===== src/sv/swdhte_pkg.sv =====
`timescale 1ns / 1ps

package swdhte_pkg;

    // request codes carried in the op field
    localparam logic [1:0] OP_TICK  = 2'd0;
    localparam logic [1:0] OP_READ  = 2'd1;
    localparam logic [1:0] OP_WRITE = 2'd2;
    localparam logic [1:0] OP_FLUSH = 2'd3;

    // ack codes as sampled from the line
    localparam logic [2:0] ACK_OK    = 3'd1;
    localparam logic [2:0] ACK_WAIT  = 3'd2;
    localparam logic [2:0] ACK_FAULT = 3'd4;

    // status codes
    localparam logic [1:0] ST_OK      = 2'd0;
    localparam logic [1:0] ST_PARITY  = 2'd1;
    localparam logic [1:0] ST_FAULT   = 2'd2;
    localparam logic [1:0] ST_INVALID = 2'd3;

    // start and park bits forced into every request header
    localparam logic [7:0] HDR_FORCE_BITS = 8'h81;
    // automatic DP ABORT write
    localparam logic [7:0]  ABORT_HEADER = 8'h00;
    localparam logic [31:0] ABORT_DATA   = 32'h0000_001E;

    localparam logic [7:0] HDR_LEN_READ  = 8'd12;
    localparam logic [7:0] HDR_LEN_WRITE = 8'd13;
    localparam logic [7:0] HDR_BITS      = 8'd8;
    localparam logic [7:0] ACK_FIRST     = 8'd9;
    localparam logic [7:0] ACK_MID       = 8'd10;
    localparam logic [7:0] ACK_LAST      = 8'd11;
    localparam logic [7:0] DATA_BITS     = 8'd32;
    localparam logic [7:0] FLUSH_BITS    = 8'd8;

    // configuration register addresses
    localparam int unsigned  ADDR_W          = 3;
    localparam logic [ADDR_W-1:0] ADDR_AP_DELAY = 3'd0;

    typedef enum logic [2:0] {
        PH_IDLE,
        PH_HDR,
        PH_DATA,
        PH_TAIL,
        PH_DELAY,
        PH_FLUSH
    } t_phase;

    typedef struct packed {
        logic [1:0]  op;
        logic [7:0]  header;
        logic [31:0] write_data;
        logic        line_in;
    } t_swd_in;

    typedef struct packed {
        logic        clock_pulse;
        logic        line_out;
        logic        busy_res;
        logic        read_valid;
        logic [31:0] read_data;
        logic        flush_done;
        logic [1:0]  status;
    } t_swd_out;

endpackage


===== src/sv/swd_host_transaction_engine_top.sv =====
`timescale 1ns / 1ps

// Bit-level SWD host. A read or write transaction arms a request and every
// later tick transaction clocks one SWD bit, LSB first; each input
// transaction yields exactly one result transaction. The block takes one
// transaction per clock while the result side is not stalled: it passes
// through an input register, is worked on by the combinational bit engine
// and lands in a result register. Both registers advance together
// whenever the result register is empty or being taken, so the input
// register can still take one transaction while a finished result waits.
// WAIT acks launch a DP ABORT write on their own; ap_delay_clocks
// (APB, offset 0) adds idle clocks after an OK access-port transaction.
// Write configuration only while the engine is idle.
module swd_host_transaction_engine_top (
    input  logic                          i_clk,
    input  logic                          i_rst_n,
    // input transactions
    input  logic                          i_in_valid,
    input  swdhte_pkg::t_swd_in           i_in_data,
    output logic                          o_in_stall,
    // result transactions
    output logic                          o_out_valid,
    output swdhte_pkg::t_swd_out          o_out_data,
    input  logic                          i_out_stall,
    // configuration port
    input  logic                          psel,
    input  logic                          penable,
    input  logic                          pwrite,
    input  logic [swdhte_pkg::ADDR_W-1:0] paddr,
    input  logic [31:0]                   pwdata,
    output logic [31:0]                   prdata,
    output logic                          pready
);

    // configuration
    logic [7:0] r_ap_delay;

    // pipeline registers
    logic                 r_in_valid;
    swdhte_pkg::t_swd_in  r_in;
    logic                 r_out_valid;
    swdhte_pkg::t_swd_out r_out;
    logic                 w_advance;
    logic                 w_accept;

    // engine state
    swdhte_pkg::t_phase r_phase,      n_phase;
    logic [7:0]         r_bit_count,  n_bit_count;
    logic [7:0]         r_header,     n_header;
    logic [31:0]        r_data_shift, n_data_shift;
    logic [2:0]         r_ack,        n_ack;
    logic               r_parity,     n_parity;
    logic               r_abort_pend, n_abort_pend;
    logic [1:0]         r_status,     n_status;
    logic               r_dir_read,   n_dir_read;
    logic [31:0]        r_held_read,  n_held_read;
    swdhte_pkg::t_swd_out n_out;

    // apb: always ready, single register
    assign pready = 1'b1;
    assign prdata = (paddr == swdhte_pkg::ADDR_AP_DELAY) ? {24'd0, r_ap_delay} : 32'd0;

    always_ff @(posedge i_clk) begin
        if (!i_rst_n) begin
            r_ap_delay <= 8'd0;
        end else if (psel && penable && pwrite && pready &&
                     paddr == swdhte_pkg::ADDR_AP_DELAY) begin
            r_ap_delay <= pwdata[7:0];
        end
    end

    // handshake: both stages move when the result register frees up
    assign w_advance  = !r_out_valid || !i_out_stall;
    assign o_in_stall = r_in_valid && !w_advance;
    assign w_accept   = i_in_valid && !o_in_stall;

    assign o_out_valid = r_out_valid;
    assign o_out_data  = r_out;

    always_ff @(posedge i_clk) begin
        if (!i_rst_n) begin
            r_in_valid  <= 1'b0;
            r_out_valid <= 1'b0;
        end else begin
            if (w_advance) begin
                r_out_valid <= r_in_valid;
                r_in_valid  <= w_accept;
            end else if (w_accept) begin
                r_in_valid <= 1'b1;
            end
        end
    end

    always_ff @(posedge i_clk) begin
        if (w_accept) begin
            r_in <= i_in_data;
        end
        if (w_advance && r_in_valid) begin
            r_out <= n_out;
        end
    end

    // engine state only moves when the transaction in the input register
    // is handed over to the result register
    always_ff @(posedge i_clk) begin
        if (!i_rst_n) begin
            r_phase      <= swdhte_pkg::PH_IDLE;
            r_bit_count  <= 8'd0;
            r_header     <= 8'd0;
            r_data_shift <= 32'd0;
            r_ack        <= 3'd0;
            r_parity     <= 1'b0;
            r_abort_pend <= 1'b0;
            r_status     <= swdhte_pkg::ST_OK;
            r_dir_read   <= 1'b0;
            r_held_read  <= 32'd0;
        end else if (w_advance && r_in_valid) begin
            r_phase      <= n_phase;
            r_bit_count  <= n_bit_count;
            r_header     <= n_header;
            r_data_shift <= n_data_shift;
            r_ack        <= n_ack;
            r_parity     <= n_parity;
            r_abort_pend <= n_abort_pend;
            r_status     <= n_status;
            r_dir_read   <= n_dir_read;
            r_held_read  <= n_held_read;
        end
    end

    // bit engine: next state and result for the registered transaction
    always_comb begin
        logic       clk_bit;
        logic       drv;
        logic       rvalid;
        logic       fdone;
        logic [7:0] hdr_len;
        logic [7:0] bc_inc;

        clk_bit = 1'b0;
        drv     = 1'b0;
        rvalid  = 1'b0;
        fdone   = 1'b0;
        hdr_len = r_dir_read ? swdhte_pkg::HDR_LEN_READ : swdhte_pkg::HDR_LEN_WRITE;
        bc_inc  = r_bit_count + 8'd1;

        n_phase      = r_phase;
        n_bit_count  = r_bit_count;
        n_header     = r_header;
        n_data_shift = r_data_shift;
        n_ack        = r_ack;
        n_parity     = r_parity;
        n_abort_pend = r_abort_pend;
        n_status     = r_status;
        n_dir_read   = r_dir_read;
        n_held_read  = r_held_read;

        if (r_phase == swdhte_pkg::PH_IDLE) begin
            case (r_in.op)
                swdhte_pkg::OP_READ: begin
                    n_header     = r_in.header | swdhte_pkg::HDR_FORCE_BITS;
                    n_data_shift = 32'd0;
                    n_parity     = 1'b0;
                    n_dir_read   = 1'b1;
                    n_ack        = 3'd0;
                    n_bit_count  = 8'd0;
                    n_phase      = swdhte_pkg::PH_HDR;
                end
                swdhte_pkg::OP_WRITE: begin
                    n_header     = r_in.header | swdhte_pkg::HDR_FORCE_BITS;
                    n_data_shift = r_in.write_data;
                    n_parity     = ^r_in.write_data;
                    n_dir_read   = 1'b0;
                    n_ack        = 3'd0;
                    n_bit_count  = 8'd0;
                    n_phase      = swdhte_pkg::PH_HDR;
                end
                swdhte_pkg::OP_FLUSH: begin
                    n_bit_count = 8'd0;
                    n_phase     = swdhte_pkg::PH_FLUSH;
                end
                default: begin
                    // tick while idle does nothing
                end
            endcase
        end else if (r_in.op == swdhte_pkg::OP_TICK) begin
            clk_bit = 1'b1;
            case (r_phase)
                swdhte_pkg::PH_HDR: begin
                    if (r_bit_count < swdhte_pkg::HDR_BITS) begin
                        drv = r_header[r_bit_count[2:0]];
                    end
                    // ack sampled on bits nine to eleven
                    if (r_bit_count == swdhte_pkg::ACK_FIRST) begin
                        n_ack[0] = r_ack[0] | r_in.line_in;
                    end
                    if (r_bit_count == swdhte_pkg::ACK_MID) begin
                        n_ack[1] = r_ack[1] | r_in.line_in;
                    end
                    if (r_bit_count == swdhte_pkg::ACK_LAST) begin
                        n_ack[2] = r_ack[2] | r_in.line_in;
                    end
                    n_bit_count = bc_inc;
                    if (bc_inc >= hdr_len) begin
                        n_bit_count = 8'd0;
                        n_phase     = swdhte_pkg::PH_DATA;
                    end
                end
                swdhte_pkg::PH_DATA: begin
                    if (r_dir_read) begin
                        n_data_shift = {r_in.line_in, r_data_shift[31:1]};
                    end else begin
                        drv          = r_data_shift[0];
                        n_data_shift = {1'b0, r_data_shift[31:1]};
                    end
                    n_bit_count = bc_inc;
                    if (bc_inc >= swdhte_pkg::DATA_BITS) begin
                        n_bit_count = 8'd0;
                        n_phase     = swdhte_pkg::PH_TAIL;
                    end
                end
                swdhte_pkg::PH_TAIL: begin
                    if (r_bit_count == 8'd0) begin
                        // parity bit
                        if (r_dir_read) begin
                            n_parity = r_in.line_in;
                        end else begin
                            drv = r_parity;
                        end
                        n_bit_count = 8'd1;
                    end else begin
                        // turnaround or trailing zero, then judge the ack
                        n_bit_count = 8'd0;
                        n_phase     = swdhte_pkg::PH_IDLE;
                        case (r_ack)
                            swdhte_pkg::ACK_OK: begin
                                n_abort_pend = 1'b0;
                                if (r_dir_read && (r_parity != ^r_data_shift)) begin
                                    n_status = swdhte_pkg::ST_PARITY;
                                end else begin
                                    if (r_dir_read) begin
                                        n_held_read = r_data_shift;
                                        rvalid      = 1'b1;
                                    end
                                    // access-port transactions get idle clocks
                                    if (r_header[1] && r_ap_delay != 8'd0) begin
                                        n_bit_count = r_ap_delay;
                                        n_phase     = swdhte_pkg::PH_DELAY;
                                    end
                                end
                            end
                            swdhte_pkg::ACK_WAIT: begin
                                n_abort_pend = 1'b1;
                                n_header     = swdhte_pkg::ABORT_HEADER |
                                               swdhte_pkg::HDR_FORCE_BITS;
                                n_data_shift = swdhte_pkg::ABORT_DATA;
                                n_parity     = ^swdhte_pkg::ABORT_DATA;
                                n_dir_read   = 1'b0;
                                n_ack        = 3'd0;
                                n_bit_count  = 8'd0;
                                n_phase      = swdhte_pkg::PH_HDR;
                            end
                            swdhte_pkg::ACK_FAULT: begin
                                n_abort_pend = 1'b0;
                                n_status     = swdhte_pkg::ST_FAULT;
                            end
                            default: begin
                                n_abort_pend = 1'b0;
                                n_status     = swdhte_pkg::ST_INVALID;
                            end
                        endcase
                    end
                end
                swdhte_pkg::PH_DELAY: begin
                    if (r_bit_count <= 8'd1) begin
                        n_bit_count = 8'd0;
                        n_phase     = swdhte_pkg::PH_IDLE;
                    end else begin
                        n_bit_count = r_bit_count - 8'd1;
                    end
                end
                swdhte_pkg::PH_FLUSH: begin
                    n_bit_count = bc_inc;
                    if (bc_inc >= swdhte_pkg::FLUSH_BITS) begin
                        n_bit_count = 8'd0;
                        n_phase     = swdhte_pkg::PH_IDLE;
                        fdone       = 1'b1;
                    end
                end
                default: begin
                    clk_bit     = 1'b0;
                    n_bit_count = 8'd0;
                    n_phase     = swdhte_pkg::PH_IDLE;
                end
            endcase
        end

        // status includes this transaction's outcome
        n_out.status = n_status;

        // flush reports the status it clears
        if (fdone) begin
            n_status = swdhte_pkg::ST_OK;
        end

        n_out.clock_pulse = clk_bit;
        n_out.line_out    = drv;
        n_out.busy_res    = (n_phase != swdhte_pkg::PH_IDLE);
        n_out.read_valid  = rvalid;
        n_out.read_data   = n_held_read;
        n_out.flush_done  = fdone;
    end

endmodule

===== config.mk =====
export PLATFORM = sky130hd
export DESIGN_NAME = swd_host_transaction_engine_top
export DESIGN_NICKNAME = d
export VERILOG_FILES = /design/src/sv/swdhte_pkg.sv /design/src/sv/swd_host_transaction_engine_top.sv
export SDC_FILE = /design/constraint.sdc
export NUM_CORES = 1
export LEC_CHECK = 0
export ABC_AREA = 1
export BUFFER_PORTS_ARGS = -buffer_cell sky130_fd_sc_hd__buf_4
export CAP_MARGIN = 15
export CORE_MARGIN = 4
export CORE_UTILIZATION = 30
export DETAILED_ROUTE_END_ITERATION = 6
export SLEW_MARGIN = 20
export SYNTH_ARGS = -nofsm -noshare
export SYNTH_HDL_FRONTEND = slang
export SYNTH_SLANG_ARGS = --single-unit

===== constraint.sdc =====
create_clock -name i_clk -period 8 [get_ports i_clk]
set_input_delay 1.6 -clock i_clk [delete_from_list [all_inputs] [get_ports i_clk]]
set_output_delay 1.6 -clock i_clk [all_outputs]
set_load 0.1 [all_outputs]

==> out/qor.csv <==
stage,metric,value,unit
detailed_routing,antenna_left,0,
yosys,synth_cell_types,43,
sta,setup_ws,3.87,ns
global_route,antenna_found_initial,0,
layout,finalNetCount,1302,
clocking,cts_tree,done,
clocking,cts_resized,0,
clocking,clock_path_buffers,2,
worst_setup_path,worstPathMaxFanout,8,
power_and_ir_drop,p_comb_share,20.2,%
floorplanning,fp.dieW,182,µm
global_route,grt_pass1_vias,7043,
detailed_routing,wl_per_cell,13.4,µm
floorplanning,core,0.0298,mm²
sta,hold_violations,0,
placement,hpwl,15500,µm
worst_setup_path,crit_required,6.40,ns
detailed_routing,drt-initial-drc-count,531,
sta,rsz0062_at_grt,false,
layout,diodes,0,
clocking,cts_setup_buffers,0,
floorplanning,rows,63,
flow_run,drv_cap,0,
sta,clock.fmax,242,MHz
worst_setup_path,critPathMostFrequentCell,buf_4,
power_and_ir_drop,switchingPower,0.000759,W
clocking,clk-insertion-delay-late,0.43,ns
yosys,synth-edff-count,80,
detailed_routing,drc,0,
floorplanning,fp.dieH,182,µm
power_and_ir_drop,max-vdd-ir-drop,0.158,mV
yosys,synth_area_per_cell,8.11,µm²
hold_path,hold_path_class,register to register,
placement,pre_cts_slack,3.46,ns
detailed_routing,routed_wirelength,21500,µm
yosys,yosysTopAreaCell,edfxtp_1,
yosys,netlist_top_cells_count,"nand2_1, nor2_1, inv_1",
floorplanning,die_area,0.0332,mm²
placement,portBuffers,107,
clocking,holdBufCountCts,0,
clocking,clkTransAtPathRegs,0.07,ns
layout,seqCellArea,0.00438,mm²
worst_setup_path,critical_path_depth,5,
layout,multi_input_area,0.00389,mm²
worst_setup_path,critPathTopFamily,buffers and inverters,
clocking,cts_sinks,179,
global_route,grt-ovfl-total,0,
yosys,ys.flop_type,dfxtp_1,
sta,fin_skew,0.0123,ns
yosys,yosysMostFrequentCell,nand2_1,
clocking,clock-root-buffer,clkbuf_16,
worst_setup_path,arrival,2.53,ns
yosys,synth_top_area_share,26.4,%
sta,fin_setup_tns,0,ns
detailed_routing,vias_per_cell,4.57,
power_and_ir_drop,p_clk_share,36.2,%
status,outcome,"finished, final reports clean",
power_and_ir_drop,p_int,0.00164,W
worst_setup_path,reg2reg_depth,11,
hold_path,hold_depth,2,
floorplanning,start_util,30.5,%
yosys,syn_area,0.00909,mm²
global_route,grt_pass1_wl,35900,µm
placement,gp_congestion,0.856,
clocking,cts_buffers,17,
power_and_ir_drop,p_leak,4.61,nW
layout,syn2layout_area_growth,18.0,%
yosys,yosysWarnings,0,
worst_setup_path,worst-setup-path-type,primary input to output pin,
sta,period_minus_slack,4.13,ns
worst_setup_path,crit_buf_inv,3,
yosys,synth-seq-cells,179,
sta,setup_viol,0,
power_and_ir_drop,p_per_area,224,mW/mm²
power_and_ir_drop,switching_share,31.6,%
worst_setup_path,slowest_stage,buf_4,
worst_setup_path,cp-start-kind,primary input,
worst_setup_path,end_kind,output pin,
yosys,synth_area_leaders,"edfxtp_1, dfxtp_1, nand2_1",
global_route,grt.total_usage,13.1,%
yosys,seq_area_frac_synth,48.2,%
detailed_routing,drtPass1Iterations,5,
sta,finalCritPeriodShare,51.7,%
floorplanning,ioPinCount,159,
power_and_ir_drop,seq_power_share,43.7,%
detailed_routing,via_count,7362,
sta,worst_slew_pin_slew,0.975,ns
yosys,netlist_instances,1121,
layout,fillers,3067,
sta,relSlewSlack,34.6,%
clocking,htree_levels,4,
yosys,async_flop_share,0,%
global_route,grt_max_degree,71,
sta,maxSlewViolCount,0,
layout,drive_gt1_share,17.7,%
worst_setup_path,critPathMaxStageDelay,0.30,ns
worst_setup_path,path_cells,buf_4 > nor3_1 > inv_1 > nor2_1 > buf_4,
-- sequential cells by signal, summed over array words and instances, names as in the netlist --
name          flops
r_phase           3
r_in             41
r_parity          1
r_ack             3
r_bit_count       8
r_status          2
r_data_shift     32
r_ap_delay        8
r_held_read      32
o_out_valid       1
o_out_data       39
r_dir_read        1
r_in_valid        1
r_header          7
-- final cells by class --
cell class	count	share of cell area [%]
timing repair buffer	113	7.91
clock inverter	14	1.54
inverter	132	4.62
sequential	179	40.9
multi-input combinational	765	36.3
clock buffer	18	4.20
tap	390	4.55
-- per-stage QoR --
stage / total power [W] / cells / utilization, % / hold slack (ns) / area [µm²]
finish: 0.00240 / 1611 / 36.0 / 0.468 / 10700
CTS: 0.00242 / 1611 / 36.0 / 0.469 / 10700
detailed placement: 0.00155 / 1579 / 33.9 / 0.459 / 10100
floorplan: 0.00145 / 1144 / - / 0.441 / 9180
global placement: 0.00155 / 1579 / 33.9 / 0.452 / 10100
global route: 0.00252 / 1611 / 36.0 / 0.495 / 10700
-- metal layers --
| layer | up-vias | track usage [%] | wire (µm) | share of wire (%) |
|---|---|---|---|---|
| met5 | - | 0 | 0 | 0 |
| met4 | 0 | 2.70 | 158 | 0.73 |
| met3 | 11 | 2.75 | 933 | 4.3 |
| met2 | 145 | 21.7 | 10100 | 47 |
| met1 | 3384 | 17.9 | 10400 | 48 |
| li1 | 3822 | - | - | - |
-- power groups by stage --
stage / combinational [W] / sequential [W] / clock (W)
final: 0.000483 / 0.00105 / 0.000868
after global routing: 0.000536 / 0.00105 / 0.000929
after floorplan: 0.000320 / 0.00113 / 0
after CTS: 0.000487 / 0.00105 / 0.000889
after global placement: 0.000479 / 0.00107 / 0
after detailed placement: 0.000485 / 0.00107 / 0
-- worst register-to-register path, cell delays in order, from the launching register on --
cell and delay, ns:
dfxtp_1 0.35, nor2_1 0.18, inv_1 0.07, nor2_2 0.19
inv_1 0.23, nand2_1 0.30, clkinv_1 0.83, a211o_1 0.57
nor2_1 0.13, nand2_1 0.19, nand2_1 0.16, nor2_1 0.06
-- layout by cell type, fill, tap and decap left out, types with 2 or more instances in the layout --
cell,synthesis,final
nand2_1,303,302
buf_4,29,113
nor2_1,109,108
inv_1,106,104
dfxtp_1,99,99
edfxtp_1,80,80
a21oi_1,51,51
o21ai_1,34,34
nand3_1,33,33
o21ai_0,31,31
o21ai_2,29,29
xnor2_1,28,28
a221oi_1,27,27
a211oi_1,27,27
inv_2,26,26
conb_1,2,25
clkbuf_16,0,18
xor2_1,12,12
nor3_1,10,10
ha_1,9,9
nand4_1,6,6
inv_6,0,6
nor3_2,4,4
nor2_2,3,3
nor4_1,3,3
o211ai_1,3,3
a31oi_1,3,3
nor2_4,1,2
clkinv_1,0,2
a22oi_1,2,2
or3b_2,2,2
bufinv_16,0,2
clkinvlp_4,0,2
clkinv_2,0,2
-- cell families after synthesis --
family                     after synthesis  synth area share [%]
adders and majority gates                9                  1.24
xor gates and xnor gates                40                  3.85
other                                    2                0.0826
AOI/OAI and AO/OA                      213                  15.2
and+or+nand+nor                        478                  21.3
DFF                                    179                  48.2
buffers and inverters                  200                  10.1
-- final timing paths --
kind | slack [ns] | start | to
max | 3.87 | paddr[1] | prdata[1]
min | 0.47 | r_header[4]$_SDFFE_PN0P_ | r_header[4]$_SDFFE_PN0P_
max reg2reg | 4.63 | r_phase[0]$_SDFFE_PN0P_ | r_ack[1]$_SDFFE_PN0P_
min reg2reg | 0.47 | r_header[4]$_SDFFE_PN0P_ | r_header[4]$_SDFFE_PN0P_
No activity file was read; power rests on OpenSTA's default activity.
